## src/rtl/ftn_pkg.sv

```systemverilog
// ----------------------------------------------------------------------------
// ftn_pkg
// Shared constants, codes and types of the frequency table normalizer.
// ----------------------------------------------------------------------------
`default_nettype none
package ftn_pkg;
  localparam int ALPHABET_DEF  = 256;
  localparam int PROB_BITS_DEF = 24;
  localparam int CNT_W         = 32;
  localparam int SYM_W         = 8;
  localparam int SLOT_W        = 24;
  localparam int SUM_W         = 40;   // sum of up to 256 counts of 32 bits
  localparam int PROD_W        = 56;   // count times scale

  localparam logic [1:0] MODE_LOAD   = 2'd0;
  localparam logic [1:0] MODE_NORM   = 2'd1;
  localparam logic [1:0] MODE_LOOKUP = 2'd2;
  localparam logic [1:0] MODE_DECODE = 2'd3;

  typedef struct packed {
    logic start;
    logic [PROD_W-1:0] dividend;
    logic [SUM_W-1:0]  divisor;
  } div_req_t;

  typedef struct packed {
    logic done;
    logic [PROD_W-1:0] quotient;
  } div_rsp_t;
endpackage
`default_nettype wire

```

## src/rtl/ftn_divider.sv

```systemverilog
// ----------------------------------------------------------------------------
// ftn_divider
// Restoring divider, one quotient bit per cycle.
// ----------------------------------------------------------------------------
`default_nettype none
module ftn_divider (
  input  wire logic              clk,
  input  wire logic              rst_n,
  input  wire ftn_pkg::div_req_t req,
  output ftn_pkg::div_rsp_t      rsp
);
  import ftn_pkg::*;
  localparam int CW = $clog2(PROD_W + 1);

  logic [PROD_W-1:0] quo_r, quo_nxt;
  logic [SUM_W:0]    rem_r, rem_nxt;
  logic [SUM_W-1:0]  div_r, div_nxt;
  logic [CW-1:0]     cnt_r, cnt_nxt;
  logic              busy_r, busy_nxt, done_r, done_nxt;
  logic [SUM_W:0]    trial;

  always_comb begin
    quo_nxt = quo_r; rem_nxt = rem_r; div_nxt = div_r;
    cnt_nxt = cnt_r; busy_nxt = busy_r; done_nxt = 1'b0;
    trial = {rem_r[SUM_W-1:0], quo_r[PROD_W-1]};
    if (req.start) begin
      quo_nxt = req.dividend; rem_nxt = '0; div_nxt = req.divisor;
      cnt_nxt = CW'(PROD_W); busy_nxt = 1'b1;
    end else if (busy_r) begin
      if (trial >= {1'b0, div_r}) begin
        rem_nxt = trial - {1'b0, div_r};
        quo_nxt = {quo_r[PROD_W-2:0], 1'b1};
      end else begin
        rem_nxt = trial;
        quo_nxt = {quo_r[PROD_W-2:0], 1'b0};
      end
      cnt_nxt = cnt_r - 1'b1;
      if (cnt_r == CW'(1)) begin
        busy_nxt = 1'b0; done_nxt = 1'b1;
      end
    end
  end

  always_ff @(posedge clk) begin
    quo_r <= quo_nxt; rem_r <= rem_nxt; div_r <= div_nxt; cnt_r <= cnt_nxt;
    if (!rst_n) begin
      busy_r <= 1'b0; done_r <= 1'b0;
    end else begin
      busy_r <= busy_nxt; done_r <= done_nxt;
    end
  end

  assign rsp.done     = done_r;
  assign rsp.quotient = quo_r;
endmodule
`default_nettype wire

```

## config.mk

```make
export PLATFORM = sky130hd
export DESIGN_NAME = ftn_divider
export DESIGN_NICKNAME = d
export VERILOG_FILES = /design/src/rtl/ftn_pkg.sv /design/src/rtl/ftn_divider.sv
export SDC_FILE = /design/constraint.sdc
export NUM_CORES = 1
export LEC_CHECK = 0
export ABC_AREA = 1
export BUFFER_PORTS_ARGS = -buffer_cell sky130_fd_sc_hd__buf_2
export CAP_MARGIN = 25
export CORE_MARGIN = 8
export CORE_UTILIZATION = 50
export CTS_BUF_LIST = sky130_fd_sc_hd__clkbuf_16
export DETAILED_ROUTE_END_ITERATION = 7
export GPL_TIMING_DRIVEN = 0
export PLACE_DENSITY = 0.76
export SETUP_SLACK_MARGIN = 0.1
export SLEW_MARGIN = 5
export SYNTH_ARGS = -nofsm -noshare
export SYNTH_HDL_FRONTEND = slang
export SYNTH_SLANG_ARGS = --single-unit
```

## constraint.sdc

```tcl
create_clock -name clk -period 3.4 [get_ports clk]
set_clock_uncertainty 0.05 [all_clocks]
set_input_delay 0 -clock clk [delete_from_list [all_inputs] [get_ports clk]]
set_output_delay 0 -clock clk [all_outputs]
set_load 0.01 [all_outputs]
```

## Word level (Yosys, flattened, before mapping)

Cells that the tools add are included.
W data, S select, Z words.

- Register bits after elaboration: 144
- Latch bits: 0
- RAM bits: 0
- Bits in read-only memories: 0
- Input port bits: 99
- Output and inout port bits: 57
- Word-level logic and storage cells: 22
- Memories: 0

- Add/sub/neg operators: 2
- Multipliers: 0
- Div/mod/pow operators: 0
- Magnitude comparators: 1
- Equality and inequality tests: 1
- Shift-type cells: 0
- Mux-type cells: 8
- Bitwise gates (word level): 2
- Reduce and logical (&&, ||, !) cells: 2

Operator list:

| kind | number |
|---|---|
| $mux W56 | 2 |
| $ge A41 B40 Y1 | 1 |
| $mux W40 | 1 |
| $sub A40 B40 Y40 | 1 |
| $eq A6 B1 Y1 const B | 1 |
| $sub A6 B1 Y6 const B | 1 |
| $mux W1 | 5 |
| $reduce_or A3 Y1 | 1 |
| $not A1 Y1 | 2 |
| $reduce_bool A2 Y1 | 1 |

## Depth between registers and ports, before layout

Gate-level depths: netlist of run 1.

- Depth after elaboration: 4
- Gate-level depth with buffers: 17
- Depth with buffers taken out: 17

## Worst setup path after synthesis of run 1

No wires, ideal clock.

- Kind: flip-flop to flip-flop
- Start point: reg busy_r
- End point: reg quo_r[0] (enable)
- Setup time: 0.443 ns
- Arrival time: 2.256 ns
- Required time: 2.907 ns
- Setup slack: 0.650 ns
- Stages on the path, launching flop included: 4
- Period minus slack after synthesis: 2.750 ns
- Cells stage by stage: dfxtp_1 > nor2_1 > inv_1 > clkbuf_1

- Cells in the longest elaborated chain, start to end: 1

Ends and longest elaborated chain:

| element | line | source |
|---|---|---|
| start: declaration | ftn_divider.sv:19 | `logic busy_r, busy_nxt, done_r, done_nxt;` |
| start signal: assignment | ftn_divider.sv:49 | `busy_r <= busy_nxt; done_r <= done_nxt;` |
| $reduce_bool A2 Y1 (no line) | n/a |  |
| end signal: assignment | ftn_divider.sv:45 | `quo_r <= quo_nxt; rem_r <= rem_nxt; div_r <= div_nxt; cnt_r <= cnt_nxt;` |
| end: declaration | ftn_divider.sv:15 | `logic [PROD_W-1:0] quo_r, quo_nxt;` |

Every way passes these cells.
A chain may end at the register's enable or synchronous reset.

## Worst setup path in the final report of run 1

- Start point: reg div_r[17]
- End point: reg rem_r[17]

- Cells in the longest elaborated chain, start to end: 2

Ends and longest elaborated chain:

| element | line | source |
|---|---|---|
| start: declaration | ftn_divider.sv:17 | `logic [SUM_W-1:0] div_r, div_nxt;` |
| start signal: assignment | ftn_divider.sv:45 |  |
| $sub A40 B40 Y40 / $ge A41 B40 Y1 (equally long branches) | ftn_divider.sv:31, ftn_divider.sv:30 |  |
| $mux W40 * | ftn_divider.sv:30 | `if (trial >= {1'b0, div_r}) begin` |
| end signal: assignment | ftn_divider.sv:45 |  |
| end: declaration | ftn_divider.sv:16 | `logic [SUM_W:0] rem_r, rem_nxt;` |

Mark *: on every way between the ends. The rest lies on a longest branch, timed or not.

==> metrics.yaml, run 1 <==
status:
  status: "complete, no violations"
synth:
  synthArstFlopShare_pct: 0
  synth_area_um2: 9240
  synthFlopType: "edfxtp_1"
  syn_nets: 1453
  ys_seq_area_share_pct: 41.6
  syn_area_per_cell_um2: 7.05
  synthTopCellsByArea: "edfxtp_1 31%, nand2_1 23%, dfxtp_1 10%"
  yosys_warnings: 0
  synth_largest_area_cell: "edfxtp_1"
  synth_cells: 1311
  netlist.area_leader.share_pct: 31.2
  ys_ff_latch: 144
  synth_cell_types: 38
  synth_edf_count: 96
worst_setup_path:
  critPathCaptureType: "flop"
  startpoint_type: "flop"
  crit_fanout: 10
  max_stage_delay_ps: 360
  cp.arrival_ps: 2820
  critical_path_required_ps: 3660
  crit_chain: "inv_1 -> ha_1 -> nand2_1 -> nor2_1 -> nand2_1 -> nor2_2 -> nand3_1 -> nand2_1 -> nor2_4 -> nand2_8 -> buf_8 -> nand2_1 -> nand3_1 -> nand2_1"
  cp_common_cell: "nand2_1"
  slowest_stage: "ha_1"
  crit_type: "reg2reg"
power_and_ir_drop:
  powerDensity_nw_per_um2: 388
  total_power_uw: 4610
  ir_worst_vdd_mv: 0.501
  leakagePower_uw: 0.00631
global_route:
  grt_usage_pct: 24.5
  grt-ovfl-total: 0
  grt_max_degree: 58
  grt_pass1_vias: 9046
  grt_antenna_before_repair: 0
  grt_pass1_wl_mm: 46.0
timing:
  setup_viol: 0
  final_hold_viol_count: 0
  fin_crit_sh_pct: 75.2
  period_minus_slack_ps: 2560
  worstMarginPinSlew_ps: 949
  rsz0062_at_grt: "no"
  maxSlewViolCount: 0
  fmax_mhz: 391
  maxSlewHeadroom_pct: 36.7
clock_tree:
  cts_hold_buf: 97
  clk_pin_slew_ps: 70
  clk_latency_ps: 440
  cts_resized: 0
  clock-sinks: 144
  cts_root_buf: "clkbuf_16"
  cts_buffers: 17
  cts_setup_buffers: 0
  clock_path_buffers: 2
  cts_tree: "built"
  h-tree-depth: 4
routing:
  routedWlPerCell_um: 15.8
  drt-initial-drc-count: 532
  vias: 9103
  wirelength_mm: 28.9
  drc: 0
  viasPerCell: 4.99
  dr.pass1.iters: 5
  antenna_left: 0
floorplanning:
  fp-row-count: 49
  die_y_um: 152
  initial_core_util_pct: 51.2
  io_pins: 156
  die_width_um: 152
  die_area_um2: 23100
  core-area_um2: 18000
finish:
  stdcell_count: 1825
  drive_gt1_share_pct: 14.1
  diodes: 0
  nets: 1725
  area_delta_synth_final_pct: 28.7
  postLayoutCoreUtil_pct: 66.0
place:
  numPlacedInstances: 1696
  dpl.hpwl_mm: 21.0
  place_congestion: 0.979
  portBuffers: 155
job:
  maxCapViolations: 0
worst_hold_path:
  hold_class: "in2reg"
==> per-stage QoR <==
step | hold WS (ps) | setup slack (ps) | cell area (µm²) | setup TNS (ps)
2_1_floorplan | 48.9 | 650 | 9240 | 0
3_3_place_gp | 126 | -1180 | 10300 | -74960
3_5_place_dp | 128 | 886 | 10300 | 0
4_1_cts | 208 | 866 | 11900 | 0
5_1_grt | 226 | 659 | 11900 | 0
6_report | 219 | 844 | 11900 | 0
==> final cells by class <==
type | instances | area, µm²
Fill cell | 1541 | 6140
Inverter | 224 | 841
Timing Repair Buffer | 253 | 1770
Clock inverter | 15 | 161
Tap cell | 229 | 287
Multi-Input combinational cell | 909 | 4320
Clock buffer | 17 | 425
Buffer | 34 | 234
Sequential cell | 144 | 3840
==> kinds of logic after synthesis <==
logic type                 share of synthesized area (%)
adders and majority gates                           5.91
buffers and inverters                               11.6
and+or+nand+nor                                     34.7
DFF                                                 41.6
xor gates and xnor gates                            2.09
AOI/OAI and AO/OA                                   4.10
==> layout by cell type (no fill, tap or decap), drive strengths merged <==
master / synthesis / routed
xnor2: 21 / 21
ha: 42 / 42
a21oi: 31 / 31
fa: 1 / 1
nand4: 4 / 4
and2: 2 / 2
nand3b: 20 / 20
nor3: 5 / 5
dfxtp: 48 / 48
clkinvlp: 0 / 1
a31oi: 2 / 2
o21ai: 29 / 29
o22ai: 1 / 1
o21bai: 2 / 2
xor2: 1 / 1
inv: 221 / 231
clkinv: 3 / 7
clkbuf: 18 / 35
buf: 16 / 172
or2: 2 / 2
nor2: 80 / 80
nand3: 95 / 95
nand2: 567 / 567
a21boi: 2 / 2
dlygate4sd3: 0 / 97
a21o: 2 / 2
edfxtp: 96 / 96
==> layer usage <==
layer / vias up / wire (µm) / global-route usage (%)
met4: 0 / 779 / 9.29
met5: - / 0 / 0
li1: 4589 / - / -
met1: 4095 / 12400 / 29.5
met3: 49 / 2410 / 7.25
met2: 370 / 13300 / 40.4
==> state kept, by name, summed over array words and instances (netlist names) <==
signal,cells
busy_r,1
div_r,40
rem_r,40
quo_r,56
cnt_r,6
done_r,1
==> worst max-delay path, delay by kind of cell (launching register included) <==
family | cells | cell delay, ps
simple gates | 11 | 1490
fa+ha+maj | 1 | 360
flops | 1 | 320
buf+inv | 2 | 220
==> worst paths after layout <==
kind	slack, ps	start	to	depth (start not counted)
max	840	div_r[17]	rem_r[17]	14
min	220	req[33]	div_r[33]	2
max reg2reg	840	div_r[17]	rem_r[17]	14
min reg2reg	420	rem_r[37]	rem_r[37]	2
==> power by group <==
group	total, µW	internal (µW)	leakage (µW)	switching, µW
clock	1870	985	0.000287	885
combinational	672	280	0.00467	392
sequential	2070	2010	0.00135	64.8
total	4610	3270	0.00631	1340
==> Yosys cell counts, types with 2 or more instances <==
| library cell | n |
|---|---|
| nor3_1 | 5 |
| or2_2 | 2 |
| nand3b_1 | 20 |
| nand3_2 | 5 |
| a21oi_2 | 3 |
| edfxtp_1 | 96 |
| nand4_1 | 4 |
| a21o_1 | 2 |
| nor2_2 | 7 |
| buf_1 | 2 |
| and2_1 | 2 |
| ha_1 | 42 |
| nand2_1 | 564 |
| nand3_1 | 90 |
| o21ai_1 | 18 |
| nor2_1 | 72 |
| xnor2_1 | 21 |
| o21ai_0 | 11 |
| buf_6 | 10 |
| a31oi_1 | 2 |
| dfxtp_1 | 48 |
| inv_1 | 221 |
| a21oi_1 | 28 |
| clkbuf_1 | 18 |
| o21bai_1 | 2 |
| buf_8 | 2 |
| clkinv_1 | 3 |
Note: power is estimated with default switching activity, not from simulation.
==> inputs of run 2 (changes only) <==
==> constraint.sdc (replaced) <==
create_clock -name clk -period 2.4 [get_ports clk]
set_clock_uncertainty 0.05 [all_clocks]
set_input_delay 0 -clock clk [delete_from_list [all_inputs] [get_ports clk]]
set_output_delay 0 -clock clk [all_outputs]
set_load 0.01 [all_outputs]
==> run 2 against run 1 <==
Effect of this change: combinational power up 59%; hold slack worse by 39 ps; global-route usage down 0.26 points; clock power up 45%; register-to-register slack worse by 670 ps; largest cell class unchanged; highest routed layer unchanged; clock-buffer cell count unchanged; first-iteration DRC count up 14%; critical path type unchanged; non-clock buffer count up 13; sequential share of layout area down 2.3 points; sequential power up 42%; power up 46%.
==> metrics.yaml, run 2 (synthesis gave the netlist of run 1 again) <==
status:
  status: "complete, no violations"
timing:
  fin_crit_sh_pct: 93.0  # +18 points
  fin_ws_ps: 169  # -675 ps
  period_minus_slack_ps: 2230  # -325 ps
  maxSlewHeadroom_pct: 39.0  # +2.3 points
  fmax_mhz: 448  # +15%
  final_hold_viol_count: 0  # unchanged
  setup_viol: 0  # unchanged
  rsz0062_at_grt: "yes"
  worstMarginPinSlew_ps: 915  # -34.4 ps
  maxSlewViolCount: 0  # unchanged
clock_tree:
  h-tree-depth: 4  # unchanged
  clock_path_buffers: 2  # unchanged
  clk_latency_ps: 430  # about the same
  clock-sinks: 144  # unchanged
  cts_buffers: 17  # unchanged
  cts_root_buf: "clkbuf_16"
  clk_pin_slew_ps: 70  # about the same
  cts_tree: "built"
place:
  place_congestion: 0.965  # -1.4%
  preCtsSetupSlack_ps: -314  # -1200 ps
  dpl.hpwl_mm: 20.7  # -1.3%
  portBuffers: 155  # unchanged
  post_dp_cell_area_um2: 10300  # -0.27%
job:
  maxCapViolations: 0  # unchanged
worst_setup_path:
  critPathCaptureType: "flop"
  ff2ff_setup_slack_ps: 170  # -670 ps
  cp.arrival_ps: 2460  # -360 ps
  crit_fanout: 6  # -4
  r2r-start: "div_r[19]"
  startpoint_type: "flop"
  crit_type: "reg2reg"
  rr_endpoint: "rem_r[7]"
  critical_path_required_ps: 2630  # -1030 ps
  r2r_cells: 15  # +1
routing:
  drt-initial-drc-count: 608  # +14%
  routedWlPerCell_um: 16.2  # +2.5%
  wirelength_mm: 29.8  # +3.3%
  drc: 0  # unchanged
  viasPerCell: 5.09  # +2.1%
  antenna_left: 0  # unchanged
  vias: 9367  # +2.9%
  dr.pass1.iters: 5  # unchanged
global_route:
  grt_antenna_before_repair: 1  # +1
  grt_pass1_vias: 9197  # +1.7%
  grt_max_degree: 66  # +14%
  grt_pass1_wl_mm: 45.9  # -0.20%
  grt-ovfl-total: 0  # unchanged
  grt_usage_pct: 24.2  # -0.26 points
worst_hold_path:
  hold_class: "in2reg"
  whs_path_depth: 1  # -1
  hold_end: "div_r[29]"
  min_from: "req[96]"
finish:
  layout_common_cells: "524 x nand2_1, 217 x inv_1, 156 x buf_2, 97 x dlygate4sd3_1, 96 x edfxtp_1"
  final_common_cell: "nand2_1"
  design_area_um2: 12800  # +7.8%
  top_register: "quo_r"
  largest_reg_flops: 56  # unchanged
  nets: 1738  # +0.75%
  drive_gt1_share_pct: 21.6  # +7.5 points
  area_delta_synth_final_pct: 38.7
  reg_top3: "quo_r x56, div_r x40, rem_r x40"
floorplanning:
  fp-row-count: 49  # unchanged
  die_width_um: 152  # unchanged
  die_y_um: 152  # unchanged
  die_area_um2: 23100  # unchanged
  core-area_um2: 18000  # unchanged
  initial_core_util_pct: 51.2  # unchanged
  io_pins: 156  # unchanged
power_and_ir_drop:
  powerDensity_nw_per_um2: 525  # +35%
  leakagePower_uw: 0.00642  # +1.8%
  ir_worst_vdd_mv: 0.493  # -1.6%
run 2: cell types whose count changed in the layout (fill, tap and decap cells not counted), sizes merged:
| cell | before | now |
|---|---|---|
| buf | 172 | 182 |
| clkbuf | 35 | 38 |
| bufinv | 0 | 1 |
| clkinv | 7 | 6 |
| clkinvlp | 1 | 0 |
| diode | 0 | 1 |
| inv | 231 | 232 |
run 2: critical path, cell delays in order (launching register included):
cell	delay (ps)
edfxtp_1	340
inv_1	70
ha_4	290
nand2_2	90
nor2_4	140
nand2_2	90
nor2_4	160
nand3_2	100
nand2_2	80
nor2_4	50
buf_12	140
nand2_8	130
clkbuf_16	170
nand2_1	50
nand3_1	60
o21ai_1	70
run 2: per-stage QoR:
step / setup TNS (ps) / hold WS (ps) / utilization [%] / std cells / power [µW]
2_1_floorplan: 0 / 48.9 / - / 1311 / 3420
5_1_grt: 0 / 218 / 71.1 / 1839 / 6980
4_1_cts: 0 / 216 / 67.1 / 1825 / 6630
3_5_place_dp: -20430 / 128 / 57.2 / 1695 / 3770
3_3_place_gp: -45690 / 126 / 57.1 / 1695 / 3760
6_report: 0 / 180 / 71.1 / 1839 / 6720
run 2: area by class of cell:
class / instances / area (µm²)
Antenna cell: 1 / 2.50
Sequential cell: 144 / 3840
Tap cell: 229 / 287
Multi-Input combinational cell: 909 / 5100
Clock buffer: 17 / 425
Buffer: 34 / 254
Fill cell: 1399 / 5210
Inverter: 224 / 841
Clock inverter: 15 / 160
Timing Repair Buffer: 266 / 1900
run 2: power by group:
group	internal [µW]	switching (µW)	total, µW
Sequential	2840	91.6	2940
Clock	1480	1230	2710
Combinational	470	605	1070
Total	4800	1930	6720
run 2: worst max path at each step:
stage | startpoint | to | cells after the start
final | div_r[19] | rem_r[7] | 15
after global routing | div_r[39] | rem_r[7] | 15
after CTS | div_r[22] | rem_r[17] | 14
after detailed placement | req[96] | quo_r[31] | 5
after global placement | req[96] | quo_r[30] | 5
after floorplan | quo_r[55] | rem_r[24] | 15
run 2: routing by layer:
layer / vias to the layer above / share of wire (%) / GRT usage [%]
met5: - / 0 / 0
met4: 0 / 3.2 / 9.48
met3: 62 / 8.9 / 7.34
met2: 398 / 47 / 39.9
met1: 4269 / 41 / 29.0
li1: 4638 / - / -
run 2: what timing repair did:
item / 4_1_cts / 5_1_grt
pin swaps: 4 / 21
hold buffers: 97 / 0
endpoints found under the setup margin: 41 / 98
hold endpoints to repair: 98 / 0
setup buffers: 1 / 10
gates cloned: 0 / 3
gates resized for setup: 36 / 119
